File: config.mk
export PLATFORM = sky130hd
export DESIGN_NAME = png_unf_recon
export DESIGN_NICKNAME = d
export VERILOG_FILES = /design/src/png_unf_pkg.sv /design/src/png_unf_recon.sv
export SDC_FILE = /design/constraint.sdc
export NUM_CORES = 1
export LEC_CHECK = 0
export BUFFER_PORTS_ARGS = -buffer_cell sky130_fd_sc_hd__clkbuf_2
export CAP_MARGIN = 20
export CORE_AREA = 10 10 132 134
export DETAILED_ROUTE_END_ITERATION = 6
export DIE_AREA = 0 0 142 144
export GPL_ROUTABILITY_DRIVEN = 0
export PLACE_DENSITY_LB_ADDON = 0.2
export SETUP_SLACK_MARGIN = 0.05
export SLEW_MARGIN = 20
export SYNTH_ARGS = -nofsm -noshare
export SYNTH_HDL_FRONTEND = slang
export SYNTH_SLANG_ARGS = --single-unit
export TNS_END_PERCENT = 100
File: constraint.sdc
create_clock -name vclk -period 20.6
set_input_delay 4.12 -clock vclk [all_inputs]
set_output_delay 4.12 -clock vclk [all_outputs]
set_load 0.005 [all_outputs]
File: src/png_unf_pkg.sv
// ============================================================================
// png_unf_pkg: shared types, codes and helpers of the scanline unfilter
// row filter codes, register indexes, byte helpers and a mod-3 reduction
// ============================================================================
package png_unf_pkg;

    // row filter codes as carried by the filter byte
    typedef enum logic [2:0] {
        FILT_NONE  = 3'd0,
        FILT_SUB   = 3'd1,
        FILT_UP    = 3'd2,
        FILT_AVG   = 3'd3,
        FILT_PAETH = 3'd4
    } filt_t;

    // configuration register map
    localparam int CFG_IDX_W  = 4;
    localparam int CFG_DATA_W = 13;
    localparam logic [CFG_IDX_W-1:0] REG_IMAGE_WIDTH = 4'd0;
    localparam logic [CFG_IDX_W-1:0] REG_HAS_ALPHA   = 4'd1;

    localparam int POS_W = 14;
    localparam logic [7:0]  MIN_ALPHA   = 8'd8;
    localparam logic [7:0]  OPAQUE      = 8'd255;
    localparam logic [23:0] BLACK_SUBST = 24'h000001;

    // one byte of context for the reconstruction datapath
    typedef struct packed {
        filt_t      filt;
        logic [7:0] raw;
        logic [7:0] left;
        logic [7:0] up;
        logic [7:0] upleft;
    } recon_in_t;

    function automatic logic [7:0] get_byte(input logic [31:0] w, input logic [1:0] k);
        return w[8*k +: 8];
    endfunction

    function automatic logic [31:0] put_byte(input logic [31:0] w, input logic [1:0] k,
                                             input logic [7:0] v);
        logic [31:0] r;
        r = w;
        r[8*k +: 8] = v;
        return r;
    endfunction

    // 4 = 1 mod 3, so the base-4 digit sum keeps the residue
    function automatic logic [1:0] mod3(input logic [POS_W-1:0] v);
        logic [4:0] s;
        logic [2:0] t;
        logic [2:0] u;
        s = 5'(v[1:0]) + 5'(v[3:2]) + 5'(v[5:4]) + 5'(v[7:6])
          + 5'(v[9:8]) + 5'(v[11:10]) + 5'(v[13:12]);
        t = 3'(s[1:0]) + 3'(s[3:2]) + 3'(s[4]);
        u = 3'(t[1:0]) + 3'(t[2]);
        if (u >= 3'd3) begin
            u = u - 3'd3;
        end
        return u[1:0];
    endfunction

endpackage

File: src/png_unf_recon.sv
// ============================================================================
// png_unf_recon: byte reconstruction
// undoes none, sub, up, average and paeth filtering for one sample byte
// ============================================================================
module png_unf_recon (
    input  png_unf_pkg::recon_in_t ctx,
    output logic [7:0]             recon_byte
);

    logic signed [10:0] sa, sb, sc, pv;
    logic signed [10:0] da, db, dc;
    logic [10:0]        pa, pb, pc;
    logic [7:0]         paeth_pred;
    logic [8:0]         avg_sum;
    logic [7:0]         pred;

    // paeth predictor
    always_comb begin
        sa = signed'({3'b000, ctx.left});
        sb = signed'({3'b000, ctx.up});
        sc = signed'({3'b000, ctx.upleft});
        pv = sa + sb - sc;
        da = pv - sa;
        db = pv - sb;
        dc = pv - sc;
        pa = (da < 0) ? 11'(-da) : 11'(da);
        pb = (db < 0) ? 11'(-db) : 11'(db);
        pc = (dc < 0) ? 11'(-dc) : 11'(dc);
        if (pa <= pb && pa <= pc) begin
            paeth_pred = ctx.left;
        end else if (pb <= pc) begin
            paeth_pred = ctx.up;
        end else begin
            paeth_pred = ctx.upleft;
        end
    end

    assign avg_sum = 9'(ctx.left) + 9'(ctx.up);

    always_comb begin
        unique case (ctx.filt)
            png_unf_pkg::FILT_SUB:   pred = ctx.left;
            png_unf_pkg::FILT_UP:    pred = ctx.up;
            png_unf_pkg::FILT_AVG:   pred = avg_sum[8:1];
            png_unf_pkg::FILT_PAETH: pred = paeth_pred;
            default:                 pred = 8'd0;
        endcase
    end

    assign recon_byte = ctx.raw + pred;

endmodule

# ---- Word-level counts from Yosys, hierarchy flattened
# Cells that the tools add are included.
dict set report classes {
  add_sub_neg 10
  order_cmp 6
  eq_ne 4
  n_mux 6
  reduce_logical 1
}
# operator count
set ops {}
lappend ops {{less-or-equal comparator 11 bit} 3}
lappend ops {{< comparator 11 x 1 -> 1 bit (second input constant)} 3}
lappend ops {{2-to-1 mux 11 bit} 3}
lappend ops {{negation 11 bit} 3}
lappend ops {{subtractor 10 x 9 -> 11 bit} 3}
lappend ops {{case mux 8 bit (4 select lines)} 1}
lappend ops {{adder 8 x 8 -> 9 bit} 2}
lappend ops {{2-to-1 mux 8 bit} 2}
lappend ops {{subtractor 9 x 8 -> 10 bit} 1}
lappend ops {{adder 8 bit} 1}
lappend ops {{equality test 3 x 2 -> 1 bit (second input constant)} 2}
lappend ops {{equality test 3 x 1 -> 1 bit (second input constant)} 1}
lappend ops {{equality test 3 bit (second input constant)} 1}
lappend ops {{logical AND 1 bit} 1}
dict set report word_totals {
  register_bits 0
  word_cells 27
}

# ---- Longest topological paths before layout
# Gate-level depths: netlist of run 1.
dict set report depth {
  word_depth 10
  ltp_mapped 40
  mapped_depth_nobuf 38
}

# ---- Worst setup path before layout of run 1
# OpenSTA, ideal clock, no wires.
dict set report synth_path {
  kind {input to output}
  start {in ctx[10] (netlist name)}
  end {out recon_byte[7]}
  t_arrival_ns 10.785
  required_ns 16.480
  slack_ns 5.695
  cell_stages 35
  cell_sequence {inv_1 > fa_1 > inv_1 > ha_1 > and3_1 > a211oi_2 > nor2b_1 > xnor2_1 > ha_1 > inv_1 > nor3_1 > a31oi_1 > nand4_4 > nor4_1 > nor3b_1 > nor2_1 > a221oi_1 > ha_1 > a211o_1 > o32ai_1 > a211oi_2 > a31oi_4 > nor2b_4 > buf_6 > mux2i_1 > o21ai_1 > ha_1 > a21o_1 > a21oi_1 > o21bai_1 > a21oi_1 > o21bai_1 > a21oi_1 > xor2_1 > xnor2_1}
}
dict set report synth_via {
  elab_chain_cells 10
  word_cells_on_any_way 23
  cone_classes {10 x add/sub; 6 x order compare; 6 x mux; 1 x reduce/logical}
}
# element line
set synth_rtl {}
lappend synth_rtl {{start: declaration} png_unf_recon.sv:6} ;# input png_unf_pkg::recon_in_t ctx,
lappend synth_rtl {{adder 8 x 8 -> 9 bit} {png_unf_recon.sv:22, png_unf_recon.sv:38}}
lappend synth_rtl {{subtractor 9 x 8 -> 10 bit} png_unf_recon.sv:22} ;# pv = sa + sb - sc;
lappend synth_rtl {{subtractor 10 x 9 -> 11 bit (on tied branches)} {png_unf_recon.sv:24, png_unf_recon.sv:23, png_unf_recon.sv:25}}
lappend synth_rtl {{negation 11 bit (tied with other cells)} png_unf_recon.sv:27} ;# pb = (db < 0) ? 11'(-db) : 11'(db);
lappend synth_rtl {{2-to-1 mux 11 bit (on tied branches)} {png_unf_recon.sv:27, png_unf_recon.sv:26, png_unf_recon.sv:28}}
lappend synth_rtl {{less-or-equal comparator 11 bit (on tied branches)} {png_unf_recon.sv:31, png_unf_recon.sv:29}}
lappend synth_rtl {{2-to-1 mux 8 bit / logical AND 1 bit (equally long branches)} {png_unf_recon.sv:31, png_unf_recon.sv:29}}
lappend synth_rtl {{2-to-1 mux 8 bit} png_unf_recon.sv:29} ;# if (pa <= pb && pa <= pc) begin
lappend synth_rtl {{case mux 8 bit (4 select lines) *} png_unf_recon.sv:41} ;# unique case (ctx.filt)
lappend synth_rtl {{adder 8 bit *} png_unf_recon.sv:50} ;# assign recon_byte = ctx.raw + pred;
lappend synth_rtl {{end: declaration} png_unf_recon.sv:7} ;# output logic [7:0] recon_byte
# Every way passes the cells marked *; elsewhere a longest branch is shown, timed or not.

# ---- Worst setup path in the final report of run 1
dict set report layout_path {
  start {in ctx[11] (netlist name)}
  end {out recon_byte[7]}
}
# The elaborated chain is that of the path after synthesis.

==> results_dict.tcl, run 1 <==
set metrics [dict create \
    outcome "complete, no violations" \
    fin_crit_ns 16.52 \
    routed_wl_mm 13.83 \
    io-pin-count 43 \
    hpwlAfterDp_mm 12.20 \
    critPathBufInv 5 \
    final_area_um2 4770 \
    yosysTopAreaCellShare_pct 21.97 \
    worstPathRequired_ns 16.48 \
    syn_inst 588 \
    route.detailed.drc 0 \
    antenna_found_initial 0 \
    port_buffers 43 \
    critPathCaptureType "primary output" \
    cp_top_family "compound AO/OA/AOI/OAI gates" \
    final_max_slew_viol_count 0 \
    num_rows 45 \
    initial_core_util_pct 29.50 \
    synth-seq-area-share_pct 0 \
    grt_pass1_wl_mm 22.41 \
    post_cts_buffers 0 \
    gr-total-overflow 0 \
    cp_max_fo 6 \
    dr.pass1.iters 5 \
    cp_common_cell "ha_1" \
    yosysWarnings 0 \
    viasPerCell 5.314 \
    postPlaceCellArea_um2 4770 \
    yosys.cell_types.count 77 \
    dieArea_um2 20450 \
    die_w_um 142 \
    setup_viol 0 \
    fmax_mhz 60.53 \
    grt_pass1_vias 4404 \
    synth_top_cell_by_area "ha_1" \
    die_height_um 144 \
    antenna_left 0 \
    syn-mean-instance-area_um2 7.458 \
    max-cap-violations 0 \
    hold_violations 0 \
    tightest_slew_ns 0.6052 \
    grt_setup_unrepaired "no" \
    critPathSlowestCell "a221oi_1" \
    area_growth_syn_to_layout_pct 8.759 \
    core_area_um2 14860 \
    setup_tns_ns 0 \
    relSlewSlack_pct 59.66 \
    fin_crit_sh_pct 80.20 \
    crit_type "in2out" \
    seq_cells 0 \
    whs_ns 8.540 \
    cp-start-kind "input pin" \
    netlist_area_um2 4385 \
    post_cts_resized 0 \
    via_count 4288 \
    hp-class "in2out" \
    hold_buffers 0 \
    drtIter0Drc 229 \
    grt_usage_pct 13.28 \
    grt_max_degree 16 \
    synth_nets 713 \
    n_antenna_cell 0 \
    synth_area_leaders "ha_1 (22%), xnor2_1 (6.6%), fa_1 (5.9%), inv_1 (5.8%), a21oi_1 (4.7%)" \
    wl_per_cell_um 17.14 \
    ff_latch_area_um2 0 \
    arrival_ns 12.40 \
    drive_gt1_share_pct 12.44 \
    crit_path_max_incr_delay_ns 0.54 \
    finalNetCount 746 \
    clockBufferCount 0 \
]
-- synthesized netlist by cell type, types with 3 or more instances --
master and instances:
mux2i_1 10, o21ai_1 4, fa_1 13, a21o_1 12, inv_1 68, o21ai_0 19, o221ai_1 5, xnor2_1 33
a22oi_1 9, nand3b_1 4, o22ai_1 3, a21oi_1 41, xor2_1 23, o21bai_1 6, nand2_1 39, nor4_1 6
a21boi_0 3, clkbuf_1 5, nand2b_1 9, nand4_1 6, a211oi_1 3, nand3_1 16, and3_1 6, ha_1 77
nor2b_4 3, o31a_1 4, o211ai_1 3, buf_2 4, nor2b_1 8, o21a_1 7, a31oi_1 10, nor3_1 15
nor2_1 53, nor3b_1 4
-- placed cells by master (no fill, tap or decap), types with 4 or more instances in the layout --
master / synthesis / routed
ha_1: 77 / 77
nor4_1: 6 / 6
nand3_1: 16 / 16
a31oi_1: 10 / 10
o21ai_1: 4 / 4
and3_1: 6 / 6
o21a_1: 7 / 7
o221ai_1: 5 / 5
o21ai_0: 19 / 19
nand4_1: 6 / 6
a21oi_1: 41 / 41
clkbuf_2: 1 / 43
o21bai_1: 6 / 6
a21o_1: 12 / 12
o31a_1: 4 / 4
xnor2_1: 33 / 33
inv_1: 68 / 68
nor2_1: 53 / 53
mux2i_1: 10 / 10
nand2b_1: 9 / 9
xor2_1: 23 / 23
nand3b_1: 4 / 4
nor3b_1: 4 / 4
nor3_1: 15 / 15
a22oi_1: 9 / 9
nand2_1: 39 / 39
fa_1: 13 / 13
nor2b_1: 8 / 8
-- worst min-delay path, cell delays in order --
cell and delay [ns]:
clkbuf_2 0.08, ha_1 0.12, clkbuf_2 0.10
-- final timing paths --
path	end	start	slack (ns)	depth (start not counted)
worst max-delay path	recon_byte[7]	ctx[11]	4.08	36
worst min-delay path	recon_byte[0]	ctx[24]	8.54	3
-- kinds of logic (layout without fill, tap and decap cells) --
logic type	count (synthesis)	in the layout	synth area share [%]
AOI/OAI and AO/OA	159	159	26.53
xor gates and xnor gates	59	59	12.55
adders and majority gates	90	90	27.90
buffers and inverters	81	112	7.503
muxes	10	10	2.283
other	2	2	0.1712
and+or+nand+nor	187	187	23.05
-- routing by layer --
layer  up-vias  part of all wire, %  track usage, %
li1       2181                    -               -
met1      1996                   47           17.29
met2       101                   48           23.51
met3        10                  4.1           1.410
met4         0                  1.2           1.668
met5         -                    0               0
-- stage by stage --
step                      instances  worst slack [ns]  utilization (%)
final                           807             4.079            32.09
after global routing            807             3.286            32.09
after CTS                       807             4.115            32.09
after detailed placement        807             4.134            32.09
after global placement          807             4.289            32.09
after floorplan                 588             5.695                -
-- final cells by class --
class                           instances  area, µm²
Fill cell                            1612      10090
Inverter                               68      255.2
Multi-Input combinational cell        507       4056
Tap cell                              188      235.2
Timing Repair Buffer                   44      222.7
Power of run 1 is not shown: default switching activity piles up to over one toggle a cycle in this logic, so the estimate is an artifact.
==> inputs of run 2 (changes only) <==
==> constraint.sdc (replaced) <==
create_clock -name vclk -period 15.15
set_input_delay 3.03 -clock vclk [all_inputs]
set_output_delay 3.03 -clock vclk [all_outputs]
set_load 0.005 [all_outputs]
==> run 2 against run 1 <==
Global-route usage fell by 0.094 points. Worst hold slack got worse by 2.2 ns. Routed wire length fell by 0.32%. Die area did not move. Final cell count did not move. Final area did not move. Worst setup slack got worse by 3.2 ns. Critical path depth did not move. Non-clock buffer count did not move. First-iteration DRC count fell by 13%. Utilization did not move. Clock-buffer cell count did not move.
==> results_dict.tcl, run 2 (synthesis gave the netlist of run 1 again) <==
set metrics [dict create \
    fin_crit_ns 14.23 \
    relSlewSlack_pct 56.37 \
    finalNetCount 746 \
    n_fill_cell 1636 \
    hp-start "ctx[24]" \
    area_growth_syn_to_layout_pct 8.759 \
    hpwlAfterDp_mm 12.18 \
    grt_max_degree 16 \
    grt_pass1_wl_mm 22.28 \
    route.detailed.drc 0 \
    grt_pass1_vias 4422 \
    port_buffers 43 \
    gr-total-overflow 0 \
    initial_core_util_pct 29.50 \
    setup_viol 0 \
    drtIter0Drc 199 \
    via_count 4366 \
    fin_util_pct 32.09 \
    hold_buffers 0 \
    critPathCaptureType "primary output" \
    grt_setup_unrepaired "no" \
    drive_gt1_share_pct 12.44 \
    clockBufferCount 0 \
    hold_violations 0 \
    viasPerCell 5.410 \
    ff_latch_area_um2 0 \
    hp-class "in2out" \
    fin_crit_sh_pct 93.91 \
    dr.pass1.iters 5 \
    worstPathRequired_ns 12.12 \
    crit_type "in2out" \
    die_height_um 144 \
    arrival_ns 11.20 \
    setup_tns_ns 0 \
    dieArea_um2 20450 \
    crit_path_max_incr_delay_ns 0.54 \
    final_common_cell "ha_1" \
    post_cts_buffers 0 \
    cp_common_cell "ha_1" \
    num_rows 45 \
    die_w_um 142 \
    cp-start-kind "input pin" \
    grt_usage_pct 13.19 \
    max-cap-violations 0 \
    wl_per_cell_um 17.08 \
    io-pin-count 43 \
    seq_cells 0 \
    hold_end "recon_byte[0]" \
    hold_depth 3 \
    tightest_slew_ns 0.6545 \
    antenna_found_initial 0 \
    critPathSlowestCell "o22ai_1" \
    outcome "complete, no violations" \
    final_max_slew_viol_count 0 \
    post_cts_resized 0 \
    routed_wl_mm 13.78 \
    n_antenna_cell 0 \
    antenna_left 0 \
    final_cell_mix "ha_1 (77), inv_1 (68), nor2_1 (53), clkbuf_2 (43), a21oi_1 (41)" \
    fmax_mhz 70.29 \
    cp_max_fo 8 \
    core_area_um2 14860 \
]
[run 2: cell counts in the layout (fill, tap and decap cells not counted)]
No cell type changed its count.
[run 2: per-stage QoR]
stage,area (µm²),hold slack [ns],std cells,setup slack [ns]
after floorplan,4385,6.179,588,2.425
after global placement,4770,6.364,807,1.012
after detailed placement,4770,6.367,807,0.8825
after CTS,4770,6.367,807,0.8471
after global routing,4770,6.389,807,0.1404
final,4770,6.359,807,0.9224
[run 2: routing by layer]
metal	global-route usage, %	part of all wire (%)	vias up
met5	0	0	-
met4	1.183	1.1	0
met3	1.279	4.1	8
met2	23.56	48	98
met1	17.24	47	2083
li1	-	-	2177
[run 2: worst max-delay path by stage]
stage | startpoint | to | slack, ns | cells after the start
6_report | ctx[11] | recon_byte[7] | 0.92 | 36
4_1_cts | ctx[12] | recon_byte[7] | 0.85 | 36
5_1_grt | ctx[9] | recon_byte[7] | 0.14 | 36
3_3_place_gp | ctx[11] | recon_byte[7] | 1.01 | 36
2_1_floorplan | ctx[10] | recon_byte[7] | 2.42 | 35
3_5_place_dp | ctx[12] | recon_byte[7] | 0.88 | 36
[run 2: cell type report]
cell class,count,area (µm²),share of cell area (%)
multi-input combinational,507,4056,85.05
timing repair buffer,44,222.7,4.669
inverter,68,255.2,5.352
tap,188,235.2,4.932
[run 2: critical path: cells and delay by family]
family,cells,cell delay [ns]
XOR/XNOR,3,0.53
buffers and inverters,5,0.58
adder cells (fa/ha/maj),5,1.71
AO/OA/AOI/OAI,14,3.26
AND/OR/NAND/NOR,9,2.10
Power of run 2 is left out for the same reason.
